[src/rtl/core/slrs_pkg.sv]
// Shared types and constants for the sample log ring store.
// Depends on nothing; imported by the top level, the controller and the datapath.
package slrs_pkg;

    localparam int DEPTH_DEF        = 2048;
    localparam int PAGE_ENTRIES_DEF = 64;
    localparam int SAMPLE_W         = 16;
    localparam int PAGE_W           = 5;
    localparam int IN_DATA_W        = 40;

    typedef enum logic [1:0] {
        MODE_SAVE  = 2'd0,
        MODE_READ  = 2'd1,
        MODE_ERASE = 2'd2,
        MODE_INFO  = 2'd3
    } t_mode;

    typedef enum logic [1:0] {
        KIND_DATA   = 2'd0,
        KIND_ERASED = 2'd1,
        KIND_INFO   = 2'd2
    } t_kind;

    // Commands from the controller to the datapath
    typedef struct packed {
        logic save;
        logic erase;
        logic load_page;
        logic reduce;
        logic addr_load;
        logic rd_issue;
        logic rd_last;
        logic reply_load;
        logic reply_info;
    } t_cmd;

    // Status from the datapath to the controller
    typedef struct packed {
        logic base_wrap;
        logic issue_ok;
        logic s1_busy;
        logic out_free;
    } t_stat;

endpackage

[src/rtl/core/slrs_ctrl.sv]
// Controller state machine of the sample log ring store: decodes requests,
// sequences page reads and replies. Depends on slrs_pkg.
module slrs_ctrl #(
    parameter int PAGE_ENTRIES = slrs_pkg::PAGE_ENTRIES_DEF
) (
    input  logic           i_clk,
    input  logic           i_rst_n,
    input  logic           i_valid,
    output logic           o_ready,
    input  slrs_pkg::t_mode i_mode,
    input  slrs_pkg::t_stat i_stat,
    output slrs_pkg::t_cmd  o_cmd
);
    import slrs_pkg::*;

    localparam int KW = (PAGE_ENTRIES > 1) ? $clog2(PAGE_ENTRIES) : 1;

    typedef enum logic [1:0] {
        ST_IDLE,
        ST_REDUCE,
        ST_STREAM,
        ST_REPLY
    } t_state;

    t_state        r_state;
    logic [KW-1:0] r_k;
    logic          r_info;
    logic          accept;
    logic          k_last;

    assign o_ready = (r_state == ST_IDLE) && !i_stat.s1_busy;
    assign accept  = i_valid && o_ready;
    assign k_last  = (r_k == KW'(PAGE_ENTRIES - 1));

    always_comb begin
        o_cmd = '0;
        unique case (r_state)
            ST_IDLE: begin
                if (accept) begin
                    unique case (i_mode)
                        MODE_SAVE:  o_cmd.save      = 1'b1;
                        MODE_READ:  o_cmd.load_page = 1'b1;
                        MODE_ERASE: o_cmd.erase     = 1'b1;
                        MODE_INFO:  ;
                        default:    ;
                    endcase
                end
            end
            ST_REDUCE: begin
                o_cmd.reduce    = i_stat.base_wrap;
                o_cmd.addr_load = !i_stat.base_wrap;
            end
            ST_STREAM: begin
                o_cmd.rd_issue = i_stat.issue_ok;
                o_cmd.rd_last  = k_last;
            end
            ST_REPLY: begin
                o_cmd.reply_load = i_stat.out_free;
                o_cmd.reply_info = r_info;
            end
            default: ;
        endcase
    end

    always_ff @(posedge i_clk) begin
        if (!i_rst_n) begin
            r_state <= ST_IDLE;
            r_k     <= '0;
            r_info  <= 1'b0;
        end else begin
            unique case (r_state)
                ST_IDLE: begin
                    if (accept) begin
                        unique case (i_mode)
                            MODE_SAVE:  r_state <= ST_IDLE;
                            MODE_READ:  r_state <= ST_REDUCE;
                            MODE_ERASE: begin
                                r_state <= ST_REPLY;
                                r_info  <= 1'b0;
                            end
                            MODE_INFO: begin
                                r_state <= ST_REPLY;
                                r_info  <= 1'b1;
                            end
                            default:    r_state <= ST_IDLE;
                        endcase
                    end
                end
                ST_REDUCE: begin
                    if (!i_stat.base_wrap) begin
                        r_state <= ST_STREAM;
                        r_k     <= '0;
                    end
                end
                ST_STREAM: begin
                    if (i_stat.issue_ok) begin
                        if (k_last) begin
                            r_state <= ST_IDLE;
                        end else begin
                            r_k <= r_k + KW'(1);
                        end
                    end
                end
                ST_REPLY: begin
                    if (i_stat.out_free) begin
                        r_state <= ST_IDLE;
                    end
                end
                default: r_state <= ST_IDLE;
            endcase
        end
    end

endmodule

[config.mk]
export PLATFORM = sky130hd
export DESIGN_NAME = slrs_ctrl
export DESIGN_NICKNAME = d
export VERILOG_FILES = /design/src/rtl/core/slrs_pkg.sv /design/src/rtl/core/slrs_ctrl.sv
export SDC_FILE = /design/constraint.sdc
export NUM_CORES = 1
export LEC_CHECK = 0
export BUFFER_PORTS_ARGS = -buffer_cell sky130_fd_sc_hd__buf_2
export CAP_MARGIN = 20
export CORE_AREA = 2 2 39 41
export CTS_CLUSTER_DIAMETER = 100
export DETAILED_ROUTE_END_ITERATION = 8
export DIE_AREA = 0 0 41 43
export HOLD_SLACK_MARGIN = 0.1
export MAX_ROUTING_LAYER = met4
export PLACE_DENSITY = 0.67
export SYNTH_ARGS = -nofsm -noshare
export SYNTH_HDL_FRONTEND = slang
export SYNTH_SLANG_ARGS = --single-unit
export TNS_END_PERCENT = 20
[constraint.sdc]
create_clock -name i_clk -period 1.6 [get_ports i_clk]
set_input_delay 0.16 -clock i_clk [delete_from_list [all_inputs] [get_ports i_clk]]
set_output_delay 0.16 -clock i_clk [all_outputs]
set_load 0.005 [all_outputs]
==> impl_metrics.env <==
export IMPL_synth_compound_area_share_pct=25.0
export IMPL_chipHeight_um=43
export IMPL_critPathLaunchType="flip-flop"
export IMPL_async_flop_share_pct=0
export IMPL_gr_total_overflow=0
export IMPL_fin_hold_ws_ns=0.209
export IMPL_ys_warn_count=0
export IMPL_syn_nets=78
export IMPL_core_um2=1380
export IMPL_fin_crit_ns=1.50
export IMPL_nets=101
export IMPL_path_cells="ha_4, nand3_2, nor3b_1, buf_2"
export IMPL_synth_xor_area_share_pct=0
export IMPL_clock_skew_ns=0.00731
export IMPL_postCtsSetupRepairBufs=0
export IMPL_postRouteAntennaNets=0
export IMPL_antenna_found_initial=0
export IMPL_io_pins=19
export IMPL_ys_seq_area_share_pct=31.6
export IMPL_syn_cell_area_um2=571
export IMPL_synth_seq_cells=9
export IMPL_clk_pin_slew_ns=0.05
export IMPL_power_frac_comb_pct=25.7
export IMPL_synthMuxAreaShare_pct=5.70
export IMPL_slew_headroom_pct=80.9
export IMPL_synth_cell_types=30
export IMPL_grt_start_max_net_pins=13
export IMPL_clkPwrFrac_pct=28.9
export IMPL_cellPowerDensity_nw_per_um2=824
export IMPL_clock_root_buffer="clkbuf_4"
export IMPL_cap_violations=0
export IMPL_cts_sinks=9
export IMPL_p_total_w=0.000598
export IMPL_hold_path_endpoint="r_state[1]$_SDFFE_PN0P_"
export IMPL_clkLatencyLatePin_ns=0.26
export IMPL_synth_top_family_by_area="simple AND/OR/NAND/NOR gates"
export IMPL_worstHoldPathType="in2reg"
export IMPL_dp_cells=102
export IMPL_p_leak_nw=0.348
export IMPL_switchingPower_w=0.000184
export IMPL_reg2reg_to="r_k[3]$_SDFFE_PN0P_"
export IMPL_switching_share_pct=30.7
export IMPL_hold_buffers=0
export IMPL_max_stage_delay_ns=0.42
export IMPL_path_max_fanout=5
export IMPL_instances_no_fill=106
export IMPL_cts_buffers=3
export IMPL_cp_arrival_ns=1.34
export IMPL_grt_pass1_vias=464
export IMPL_grt_use_total_pct=16.3
export IMPL_rrSetupSlack_ns=0.17
export IMPL_grt_pass1_wl_mm=1.88
export IMPL_die_area_um2=1760
export IMPL_fin_crit_sh_pct=93.6
export IMPL_r2r_start="r_k[1]$_SDFFE_PN0P_"
export IMPL_setup_violations=0
export IMPL_cts_resized=0
export IMPL_htree_levels=1
export IMPL_synth_avg_cell_area_um2=8.39
export IMPL_area_growth_pct=27.2
export IMPL_finalHoldViolCount=0
export IMPL_drt_first_pass_iters=4
export IMPL_portBuffers=18
export IMPL_max_vdd_ir_drop_mv=0.609
export IMPL_drtIter0Drc=11
export IMPL_gp_congestion=0.810
export IMPL_rsz0062_at_grt="no"
export IMPL_cp_slowest_cell="dfxtp_1"
export IMPL_final_max_slew_viol_count=0
export IMPL_p_int_w=0.000414
export IMPL_yosys_area_share_adder_pct=2.19
export IMPL_p_seq_share_pct=45.4
export IMPL_hold_path_startpoint="i_rst_n"
export IMPL_post_drt_wl_per_cell_um=11.7
export IMPL_holdPathStages=2
export IMPL_setup_tns_final_ns=0
export IMPL_worst_ep_required_time_ns=1.44
export IMPL_nFillCells=145
export IMPL_routed_via_count=563
export IMPL_worst_pin_slew_ns=0.286
export IMPL_drive_gt1_share_pct=34.4
export IMPL_synthCells=68
export IMPL_wirelength_mm=1.24
export IMPL_crit_type="reg2out"
export IMPL_start_util_pct=41.2
export IMPL_rows=14
export IMPL_routed_via_density=5.31
export IMPL_cp_end_kind="output port"
export IMPL_synth_edf_count=0
export IMPL_antenna_cells=0
export IMPL_reg2reg_depth=5
export IMPL_run_status="completed"
export IMPL_fmax_ghz=0.668
export IMPL_clockBufferDepth=2
export IMPL_drc=0
export IMPL_synth_simple_gate_area_share_pct=31.8
export IMPL_cts_tree="done"
export IMPL_synthFlopType="dfxtp_1"
export IMPL_die_x_um=41
export IMPL_hpwl_um=925
## how the worst max path moves through the flow
| stage | depth (start not counted) | slack [ns] | from | to |
|---|---|---|---|---|
| after floorplan | 5 | 0.28 | r_k[0]$_SDFFE_PN0P_ | r_k[3]$_SDFFE_PN0P_ |
| after global placement | 3 | 0.16 | r_state[1]$_SDFFE_PN0P_ | r_state[0]$_SDFFE_PN0P_ |
| after detailed placement | 3 | 0.16 | r_state[1]$_SDFFE_PN0P_ | r_state[0]$_SDFFE_PN0P_ |
| after CTS | 4 | 0.02 | r_state[1]$_SDFFE_PN0P_ | o_cmd[6] |
| after global routing | 4 | 0.008 | r_k[0]$_SDFFE_PN0P_ | o_cmd[2] |
| final | 4 | 0.10 | r_k[1]$_SDFFE_PN0P_ | o_cmd[2] |
## registers in the layout (all words and copies together) (netlist names)
name,cells
r_k,6
r_state,2
r_info,1
## cell type report
| type | count | area (um^2) | area share [%] |
|---|---|---|---|
| multi-input combinational | 54 | 382 | 52.6 |
| sequential | 9 | 181 | 25.0 |
| timing repair buffer | 20 | 105 | 14.5 |
| clock buffer | 4 | 26.3 | 3.62 |
| tap | 16 | 20.0 | 2.76 |
| inverter | 3 | 11.3 | 1.55 |
## metrics by stage
stage,area (um^2),utilization [%],worst slack (ns)
2_1_floorplan,571,-,0.280
3_3_place_gp,686,49.5,0.163
3_5_place_dp,686,49.5,0.156
4_1_cts,712,51.4,0.0173
5_1_grt,726,52.4,0.00822
6_report,726,52.4,0.103
## cell usage in the layout (no fill, tap or decap)
cell type and instances:
clkbuf_4 3, nor3_1 1, nand3b_1 1, a31oi_1 4
buf_4 2, inv_1 3, nand3_2 2, ha_4 1
o21ai_2 1, dfxtp_2 1, nor2b_1 4, a41o_1 1
nor3b_1 2, o2111ai_1 1, o21ai_1 3, o211a_1 2
and3_1 2, mux4_2 1, buf_2 18, dfxtp_1 8
clkbuf_1 1, and3b_1 2, nand2b_1 1, nand2_1 6
o211ai_2 1, o21ai_0 1, a21oi_1 4, and2_1 1
mux2i_1 1, a41oi_1 2, and3b_2 1, nor2_1 5
nand3_1 3
## cells in the mapped netlist (all sizes together) (2+ instances only)
library cell / number / area share, %
a21oi: 4 / 3.5
a31oi: 4 / 4.4
a41oi: 2 / 3.1
and3: 2 / 2.2
and3b: 3 / 4.8
dfxtp: 9 / 32
inv: 3 / 2.0
nand2: 6 / 3.9
nand3: 5 / 6.1
nor2: 5 / 3.3
nor2b: 4 / 4.4
nor3b: 2 / 2.6
o211a: 2 / 3.5
o21ai: 5 / 5.0
## metal layers
metal / part of all wire (%) / track usage (%)
met5: 0 / -
met4: 0.89 / 4.00
met3: 4.2 / 9.42
met2: 47 / 22.2
met1: 47 / 20.4
## power groups by stage
| stage | Clock (W) | Combinational (W) | Sequential [W] |
|---|---|---|---|
| CTS | 0.000183 | 0.000154 | 0.000268 |
| detailed placement | 0 | 0.000154 | 0.000273 |
| finish | 0.000173 | 0.000154 | 0.000271 |
| global placement | 0 | 0.000153 | 0.000273 |
| floorplan | 0 | 0.000123 | 0.000253 |
| global route | 0.000197 | 0.000173 | 0.000274 |
## kinds of logic after synthesis
logic type | after synthesis
flip-flops | 9
buffers and inverters | 5
AND/OR/NAND/NOR | 31
multiplexers | 2
AO/OA/AOI/OAI | 20
adder cells (fa/ha/maj) | 1
## critical path: cells and delay by family (launching register included)
kind | cells | cell delay, ns
flops | 1 | 0.42
fa+ha+maj | 1 | 0.19
buf+inv | 1 | 0.15
simple gates | 2 | 0.32
Note: power is estimated with default switching activity, not from simulation.
